`config.mk`:
```
export PLATFORM = sky130hd
export DESIGN_NAME = rmq_sqrt
export DESIGN_NICKNAME = d
export VERILOG_FILES = /design/src/rmq_pkg.sv /design/src/rmq_sqrt.sv
export SDC_FILE = /design/constraint.sdc
export NUM_CORES = 2
export LEC_CHECK = 0
export ABC_AREA = 1
export BUFFER_PORTS_ARGS = -buffer_cell sky130_fd_sc_hd__buf_4
export CAP_MARGIN = 20
export CELL_PAD_IN_SITES_DETAIL_PLACEMENT = 1
export CELL_PAD_IN_SITES_GLOBAL_PLACEMENT = 2
export CORE_ASPECT_RATIO = 1.5
export CORE_MARGIN = 4
export CORE_UTILIZATION = 36
export CTS_CLUSTER_SIZE = 20
export DETAILED_ROUTE_END_ITERATION = 8
export GPL_TIMING_DRIVEN = 0
export HOLD_SLACK_MARGIN = 0.15
export PLACE_DENSITY_LB_ADDON = 0.15
export SLEW_MARGIN = 20
export SYNTH_ARGS = -nofsm -noshare
export SYNTH_HDL_FRONTEND = slang
export SYNTH_SLANG_ARGS = --single-unit
```
`constraint.sdc`:
```
create_clock -name clk_i -period 1.7 [get_ports clk_i]
set_input_delay 0.17 -clock clk_i [delete_from_list [all_inputs] [get_ports clk_i]]
set_output_delay 0.17 -clock clk_i [all_outputs]
set_load 0.1 [all_outputs]
```
`src/rmq_pkg.sv`:
```
// Shared widths and sideband types for the rotation-matrix-to-quaternion pipeline.
// Depends on nothing; every other file of the block imports it.
`timescale 1ns / 1ps

package rmq_pkg;

  // Fixed-point format of matrix elements and quaternion components.
  localparam int FRAC_BITS = 14;
  localparam int IW        = 16;

  // Signed width of the component vector (pair sums and the root argument).
  localparam int VW  = ((FRAC_BITS > IW) ? FRAC_BITS : IW) + 3;
  // Magnitude width of one component.
  localparam int MW  = VW - 1;
  // Sum of four squares, and the root of it.
  localparam int SW  = 2 * MW + 2;
  localparam int RW  = SW / 2;
  // Quotient width; the quotient never exceeds 1.0 plus a rounding step.
  localparam int QW  = FRAC_BITS + 2;
  // Rounded numerator: mag * 2^(FRAC_BITS+1) + length.
  localparam int NW  = MW + FRAC_BITS + 2;
  // Working width of the divider remainder and shifted divisor.
  localparam int AW  = ((NW > RW + QW) ? NW : RW + QW) + 1;
  // Width used for the final saturation compare.
  localparam int OW  = ((QW > IW) ? QW : IW) + 1;

  // Cycles from an accepted start to the result strobe.
  localparam int LATENCY = RW + QW + 6;

  // Sideband that travels beside the square root.
  typedef struct packed {
    logic                  bad;
    logic [3:0]            neg;
    logic [3:0][MW-1:0]    mag;
  } root_side_t;

  // Sideband that travels beside the divider.
  typedef struct packed {
    logic       bad;
    logic [3:0] neg;
  } div_side_t;

endpackage

```
`src/rmq_sqrt.sv`:
```
// Pipelined integer square root, one result bit per stage, with a sideband.
// Depends on rmq_pkg.
`timescale 1ns / 1ps

module rmq_sqrt
  import rmq_pkg::*;
(
  input  logic              clk_i,
  input  logic              rst_ni,
  input  logic              valid_i,
  input  logic [SW-1:0]     rad_i,
  input  root_side_t        side_i,
  output logic              valid_o,
  output logic [RW-1:0]     root_o,
  output root_side_t        side_o
);

  localparam int RMW = RW + 2;

  logic [RW-1:0]            vld_q;
  logic [RW-1:0][SW-1:0]    rad_q;
  logic [RW-1:0][RMW-1:0]   rem_q;
  logic [RW-1:0][RW-1:0]    root_q;
  root_side_t [RW-1:0]      side_q;

  for (genvar k = 0; k < RW; k++) begin : g_stage
    logic             vld_in;
    logic [SW-1:0]    rad_in;
    logic [RMW-1:0]   rem_in;
    logic [RW-1:0]    root_in;
    root_side_t       side_in;
    logic [RMW-1:0]   rem_sh;
    logic [RMW-1:0]   trial;
    logic             take;

    if (k == 0) begin : g_first
      assign vld_in  = valid_i;
      assign rad_in  = rad_i;
      assign rem_in  = '0;
      assign root_in = '0;
      assign side_in = side_i;
    end else begin : g_next
      assign vld_in  = vld_q[k-1];
      assign rad_in  = rad_q[k-1];
      assign rem_in  = rem_q[k-1];
      assign root_in = root_q[k-1];
      assign side_in = side_q[k-1];
    end

    // Bring down two radicand bits and try the next root bit.
    assign rem_sh = {rem_in[RW-1:0], rad_in[SW-1:SW-2]};
    assign trial  = {root_in, 2'b01};
    assign take   = (rem_sh >= trial);

    always_ff @(posedge clk_i or negedge rst_ni) begin
      if (!rst_ni) begin
        vld_q[k] <= 1'b0;
      end else begin
        vld_q[k] <= vld_in;
      end
    end

    always_ff @(posedge clk_i) begin
      rad_q[k]  <= {rad_in[SW-3:0], 2'b00};
      rem_q[k]  <= take ? (rem_sh - trial) : rem_sh;
      root_q[k] <= {root_in[RW-2:0], take};
      side_q[k] <= side_in;
    end
  end

  assign valid_o = vld_q[RW-1];
  assign root_o  = root_q[RW-1];
  assign side_o  = side_q[RW-1];

endmodule

```
## After elaboration in Yosys (flattened, before gate mapping)

Cells that the tools add are included.

| storage, ports and cells | value |
|---|---|
| register bits after elaboration | 2340 |
| input bits | 118 |
| logic and storage cells | 244 |

| cells by class | value |
|---|---|
| $add $sub $neg | 18 |
| muxes and demuxes | 18 |
| magnitude comparators | 19 |

Operators with widths:

| operator | number |
|---|---|
| $mux W19 | 17 |
| $ge A21 B10 Y1 | 1 |
| $ge A21 B11 Y1 | 1 |
| $ge A21 B12 Y1 | 1 |
| $ge A21 B13 Y1 | 1 |
| $ge A21 B14 Y1 | 1 |
| $ge A21 B15 Y1 | 1 |
| $ge A21 B16 Y1 | 1 |
| $ge A21 B17 Y1 | 1 |
| $ge A21 B18 Y1 | 1 |
| $ge A21 B19 Y1 | 1 |
| $ge A21 B20 Y1 | 1 |
| $ge A21 B3 Y1 | 1 |
| $ge A21 B4 Y1 | 1 |
| $ge A21 B5 Y1 | 1 |
| $ge A21 B6 Y1 | 1 |
| $ge A21 B7 Y1 | 1 |
| $ge A21 B8 Y1 | 1 |
| $ge A21 B9 Y1 | 1 |
| $sub A19 B10 Y19 | 1 |
| $sub A19 B11 Y19 | 1 |
| $sub A19 B12 Y19 | 1 |
| $sub A19 B13 Y19 | 1 |
| $sub A19 B14 Y19 | 1 |
| 15 further kinds | 15 |

## Longest topological paths before layout

| depth | value |
|---|---|
| word-level depth | 2 |
| depth in mapped cells | 15 |
| depth with buffers taken out | 14 |

## Least setup slack after synthesis

No wires, ideal clock.

| timing path | value |
|---|---|
| path type | reg-to-reg |
| start point | register root_q (netlist bit g_stage[1].root_in[0]) |
| end point | register rem_q (netlist bit g_stage[2].rem_in[17]) |
| arrival time | 1641 ps |
| cell stages (with the launch flop) | 10 |
| buffers on the path | 1 |
| slack | -72 ps |
| data required time | 1570 ps |
| library setup time | 130 ps |
| cell sequence | dfxtp_1 inv_1 ha_1 a21oi_1 nand2_1 inv_1 ha_1 and2_1 clkbuf_1 o21ai_0 |

| on the way | value |
|---|---|
| cells in the longest elaborated chain, start to end | 2 |
| elaborated cells between the ends (all ways) | 3 |
| classes of those cells | add/sub: 1; order compare: 1; mux: 1 |

RTL lines:

| item | RTL line | text |
|---|---|---|
| from (decl) | rmq_sqrt.sv:23 | `logic [RW-1:0][RW-1:0] root_q;` |
| from (signal, indexed assignment) | rmq_sqrt.sv:66 | `root_q[k] <= {root_in[RW-2:0], take};` |
| $sub A19 B3 Y19 or $ge A21 B3 Y1 (tied branches) | rmq_sqrt.sv:65, rmq_sqrt.sv:53 |  |
| $mux W19 (*) | rmq_sqrt.sv:65 | `rem_q[k] <= take ? (rem_sh - trial) : rem_sh;` |
| to (signal, indexed assignment) | rmq_sqrt.sv:65 |  |
| to (decl) | rmq_sqrt.sv:22 | `logic [RW-1:0][RMW-1:0] rem_q;` |

Every way passes the cells marked *; elsewhere a longest branch is shown, timed or not.
A chain may end at the register's enable or synchronous reset.

## Final worst setup path

| timing path | value |
|---|---|
| start point | register root_q (netlist bit g_stage[14].root_in[9]) |
| end point | register rem_q (netlist bit g_stage[15].rem_in[6]) |

| on the way | value |
|---|---|
| cells in the longest elaborated chain, start to end | 2 |

RTL lines:

| item | RTL line | text |
|---|---|---|
| $ge A21 B16 Y1 | rmq_sqrt.sv:53 | `assign take = (rem_sh >= trial);` |
| $mux W19 | rmq_sqrt.sv:65 |  |

No other way between the ends.

==> reports/qor.txt <==
==================================================================================
Top routing layer used ..............................................         met5
Met2 routed wirelength ..............................................     85100 um
Total standard cell area after synthesis ............................   65400 um^2
Mean routed wirelength per cell .....................................      15.7 um
CTS tree ............................................................         done
Chip Width ..........................................................       356 um
Number of optimization iterations in the first detailed-route pass ..            4
Max IR drop VDD .....................................................      1.15 mV
Core Box Area .......................................................  181000 um^2
Half-perimeter wire length after placement ..........................    104000 um
Vias in the first global route ......................................        44000
Power dissipated by switching net loads .............................     0.0409 W
Detail Route Antenna Nets ...........................................            0
H-tree levels .......................................................            4
Clock buffer count from CTS .........................................          211
Signed area change from the synthesized netlist to the final layout .        37.2%
Maximum number of pins on one net before global-route repair ........           20
Layout filler cell count ............................................        19000
CP Cell Sequence .................................................... inv_2 > ha_4 > nand2_4 > nor2_4 > inv_4 > nor3_4 > nand2_4 > nand2_4 > a21oi_4 > buf_12 > buf_8 > nand2_2 > nand2_1
Min cycle time layout ...............................................      2.01 ns
Die H ...............................................................       530 um
Maximum fanout encountered on the critical timing path ..............            5
Max Freq ............................................................      499 MHz
Largest incremental delay on the critical path ......................      0.35 ns
Routed met1 length ..................................................     56400 um
Starting Density ....................................................        36.2%
Number of standard-cell rows in the floorplan .......................          191
Initial antenna violation count .....................................            2
Internal power ......................................................      0.102 W
Overall fraction of global-route tracks in use ......................        15.4%
Synth Area per Inst .................................................    10.6 um^2
Yosys reg bits ......................................................         2334
Area used by sequential logic in the layout .........................   47100 um^2
Slew at the pin closest to its max-slew limit .......................     0.741 ns
Root buffer selected by CTS ......................................... sky130_fd_sc_hd__clkbuf_16
Post-Route Setup TNS ................................................    -38.32 ns
Share of the cycle needed by the critical path after routing ........         118%
Final-stage net count ...............................................         7493
Count of placed standard cells including taps .......................         8782
Clock sinks .........................................................         2334
Outcome ............................................................. finished with violations
Net switching share of the total power ..............................        28.6%
Wire length of the first global-routing pass ........................    232000 um
Power per Cell Area ................................................. 1590 nW/um^2
Startpoint kind of the worst setup timing path ......................    flip-flop
Total I/O pin count .................................................          215
Hold WC Path Type ................................................... flip-flop to flip-flop
Area occupied by multi-input gates ..................................   21700 um^2
Final hold slack ....................................................     0.282 ns
Internal reg-to-reg setup slack .....................................     -0.31 ns
Fraction of power consumed by combinational cells ...................        20.7%
Post-synth cell types ...............................................           56
Worst Path Required .................................................      2.34 ns
Skew-Pair Late Insertion Delay ......................................      0.84 ns
Placer congestion estimate ..........................................        0.838
Total Die Area ......................................................  189000 um^2
Setup-failing EPs final .............................................          282
Highest-delay cell along the critical path .......................... sky130_fd_sc_hd__dfxtp_2
Count of flip-flops with a built-in enable after synthesis ..........            0
Unrepaired setup endpoints after global routing .....................          yes
Global route total overflow .........................................            0
Most frequent cell on the critical path ............................. sky130_fd_sc_hd__nand2_4
Slew Limit Headroom .................................................        50.5%
Most common flop cell mapped by yosys ............................... sky130_fd_sc_hd__dfxtp_1
Fraction of final layout cells with drive strength greater than 1 ...        31.7%
Routed Wire Length ..................................................    153000 um
Clk network pwr share ...............................................        34.1%
Via count of the routed design ......................................        41700
Count of buffers inserted at the top-level ports ....................          214
Metal3 WL ...........................................................      4530 um
Synthesized netlist net count .......................................         6484
Final total power ...................................................      0.143 W
Violations in the final reports ..................................... negative setup slack
Mapped Cells ........................................................         6156
Max-slew violations .................................................            0
Static Leakage ......................................................      41.2 nW
Worst clock skew ....................................................    0.0903 ns
Critical path capture point type ....................................    flip-flop
Share of synthesized registers carrying an async set or reset .......       0.814%
Post-synthesis sequential area ratio ................................        71.5%
Kind of critical path ............................................... flip-flop to flip-flop
Non-filler cells, final .............................................         9743
Share of power burned in registers ..................................        45.2%
Minimum setup slack in the final design .............................    -0.305 ns
Synthesis warning total .............................................            0
Count of unresolved DRC violations after routing ....................            0
Via count normalized by instance count ..............................         4.28
Max-cap violations ..................................................            0
Final hold vios .....................................................            0
Register clock-pin slew on the reported worst setup and hold paths ..      0.07 ns
Arrival time worst endpoint .........................................      2.65 ns
Starting DRC count in detailed routing ..............................         1195
Maximum number of buffers from clock root to sink ...................            4
==================================================================================
[layer usage]
layer  track usage (%)  vias up
li1                  -    21100
met2              30.6      556
met4              6.19        2
met5                 0        -
met1              16.0    19700
met3              2.32      336
[stage by stage]
stage	cell area [um^2]	worst slack (ns)	util [%]
floorplan	65600	0.00115	-
global placement	70200	-0.847	38.8
detailed placement	70200	-0.890	38.8
CTS	83800	-0.309	46.4
global route	89700	-0.385	49.7
finish	89700	-0.305	49.7
[state kept, by name (all words and copies together) (netlist names)]
name,flops
g_stage.vld_in,18
g_stage.side_in,1386
g_stage.rem_in,320
g_stage.root_in,171
side_o,77
g_stage.rad_in,342
root_o,19
valid_o,1
[power by group through the flow]
| stage | clock [W] | combinational [W] | sequential [W] |
|---|---|---|---|
| floorplan | 0 | 0.0130 | 0.0644 |
| global placement | 0 | 0.0194 | 0.0646 |
| detailed placement | 0 | 0.0196 | 0.0647 |
| CTS | 0.0506 | 0.0240 | 0.0641 |
| global route | 0.0530 | 0.0325 | 0.0652 |
| finish | 0.0487 | 0.0295 | 0.0645 |
[synth_stat cells, types with 5 or more instances]
cell | instances | area, um^2
sky130_fd_sc_hd__xnor2_1 | 46 | 403
sky130_fd_sc_hd__buf_4 | 14 | 105
sky130_fd_sc_hd__nand3_1 | 278 | 1390
sky130_fd_sc_hd__or2_2 | 8 | 50.1
sky130_fd_sc_hd__nand3_2 | 5 | 50.1
sky130_fd_sc_hd__nand3b_1 | 39 | 293
sky130_fd_sc_hd__nor3_1 | 40 | 200
sky130_fd_sc_hd__nand2_1 | 1504 | 5650
sky130_fd_sc_hd__o21bai_1 | 8 | 60.1
sky130_fd_sc_hd__and2_1 | 9 | 56.3
sky130_fd_sc_hd__nor3_2 | 7 | 70.1
sky130_fd_sc_hd__nand2_2 | 8 | 50.1
sky130_fd_sc_hd__inv_1 | 715 | 2680
sky130_fd_sc_hd__o21ai_0 | 108 | 541
sky130_fd_sc_hd__buf_6 | 13 | 146
sky130_fd_sc_hd__nor2_1 | 383 | 1440
sky130_fd_sc_hd__a21oi_1 | 172 | 861
sky130_fd_sc_hd__nor2_2 | 11 | 68.8
sky130_fd_sc_hd__dfxtp_1 | 2315 | 46300
sky130_fd_sc_hd__xor2_1 | 100 | 876
sky130_fd_sc_hd__buf_2 | 7 | 35.0
sky130_fd_sc_hd__nand4_1 | 48 | 300
sky130_fd_sc_hd__ha_1 | 210 | 2630
sky130_fd_sc_hd__o21ai_1 | 21 | 105
sky130_fd_sc_hd__inv_2 | 6 | 22.5
sky130_fd_sc_hd__a21oi_2 | 5 | 43.8
sky130_fd_sc_hd__dfrtp_1 | 19 | 475
sky130_fd_sc_hd__o21a_1 | 5 | 37.5
[cell usage in the layout, fill, tap and decap left out, types with 25 or more instances in the layout]
master | netlist | routed
sky130_fd_sc_hd__nor2_2 | 11 | 62
sky130_fd_sc_hd__inv_2 | 6 | 113
sky130_fd_sc_hd__dfxtp_1 | 2315 | 2106
sky130_fd_sc_hd__nor2_1 | 383 | 278
sky130_fd_sc_hd__clkinv_2 | 0 | 26
sky130_fd_sc_hd__ha_4 | 0 | 153
sky130_fd_sc_hd__clkbuf_1 | 1 | 31
sky130_fd_sc_hd__nand4_1 | 48 | 48
sky130_fd_sc_hd__dfxtp_2 | 0 | 192
sky130_fd_sc_hd__xor2_1 | 100 | 96
sky130_fd_sc_hd__inv_1 | 715 | 585
sky130_fd_sc_hd__clkbuf_16 | 0 | 231
sky130_fd_sc_hd__bufinv_16 | 0 | 25
sky130_fd_sc_hd__a21oi_4 | 4 | 48
sky130_fd_sc_hd__nor3_1 | 40 | 30
sky130_fd_sc_hd__nand3b_1 | 39 | 39
sky130_fd_sc_hd__dlygate4sd3_1 | 0 | 235
sky130_fd_sc_hd__nand3_2 | 5 | 53
sky130_fd_sc_hd__xnor2_1 | 46 | 44
sky130_fd_sc_hd__o21ai_0 | 108 | 47
sky130_fd_sc_hd__nand3_1 | 278 | 212
sky130_fd_sc_hd__a21oi_1 | 172 | 79
sky130_fd_sc_hd__buf_6 | 13 | 49
sky130_fd_sc_hd__nand2_1 | 1504 | 1037
sky130_fd_sc_hd__ha_1 | 210 | 54
sky130_fd_sc_hd__nand2_2 | 8 | 324
sky130_fd_sc_hd__nand2_4 | 2 | 147
sky130_fd_sc_hd__buf_4 | 14 | 485
sky130_fd_sc_hd__clkbuf_8 | 0 | 37
sky130_fd_sc_hd__buf_12 | 0 | 29
sky130_fd_sc_hd__o21ai_2 | 3 | 45
sky130_fd_sc_hd__a21oi_2 | 5 | 54
sky130_fd_sc_hd__o21ai_1 | 21 | 28
sky130_fd_sc_hd__nor2_4 | 3 | 57
[cells by family after synthesis]
| kind of cell | count (synthesis) | share of synthesized area, % |
|---|---|---|
| other | 1 | 0.00573 |
| xor gates and xnor gates | 146 | 1.95 |
| and+or+nand+nor | 2362 | 15.0 |
| buffers and inverters | 761 | 4.64 |
| AOI/OAI and AO/OA | 342 | 2.84 |
| DFF | 2334 | 71.5 |
| adders and majority gates | 210 | 4.02 |
[path summary, 6_finish.rpt]
path / cells past startpoint / from / endpoint
worst min register to register: 0 / g_stage[14].root_in[10]$_DFF_P_ / g_stage[15].root_in[11]$_DFF_P_
max in group asynchronous: 3 / rst_ni / g_stage[5].vld_in$_DFF_PN0_
worst max-delay path: 13 / g_stage[14].root_in[9]$_DFF_P_ / g_stage[15].rem_in[6]$_DFF_P_
worst max register to register: 13 / g_stage[14].root_in[9]$_DFF_P_ / g_stage[15].rem_in[6]$_DFF_P_
min in group asynchronous: 3 / rst_ni / g_stage[16].vld_in$_DFF_PN0_
worst min-delay path: 0 / g_stage[14].root_in[10]$_DFF_P_ / g_stage[15].root_in[11]$_DFF_P_
[final cells by class]
cell class | instances | share of cell area [%]
diodes | 1 | 0.00279
inverters | 723 | 3.13
flip-flops and latches | 2334 | 52.5
repair buffers | 796 | 8.04
clock buffers | 283 | 6.69
well taps | 2412 | 3.36
clock inverters | 95 | 1.42
multi-input cells | 3062 | 24.2
plain buffers | 37 | 0.668
[critical path: cells and delay by family (launching register included)]
kind / cells / cell delay [ns]
adders and majority gates: 1 / 0.29
AOI/OAI and AO/OA: 1 / 0.08
buffers and inverters: 4 / 0.38
and+or+nand+nor: 7 / 0.73
DFF: 1 / 0.35
[repair_timing]
item	in CTS	in global routing
pin swaps	102	354
setup buffers	106	218
endpoints found under the hold margin	136	0
hold buffers	235	0
gates cloned	7	24
setup endpoints to repair	351	359
resized for setup	645	1257
No activity file was read; power rests on OpenSTA's default activity.
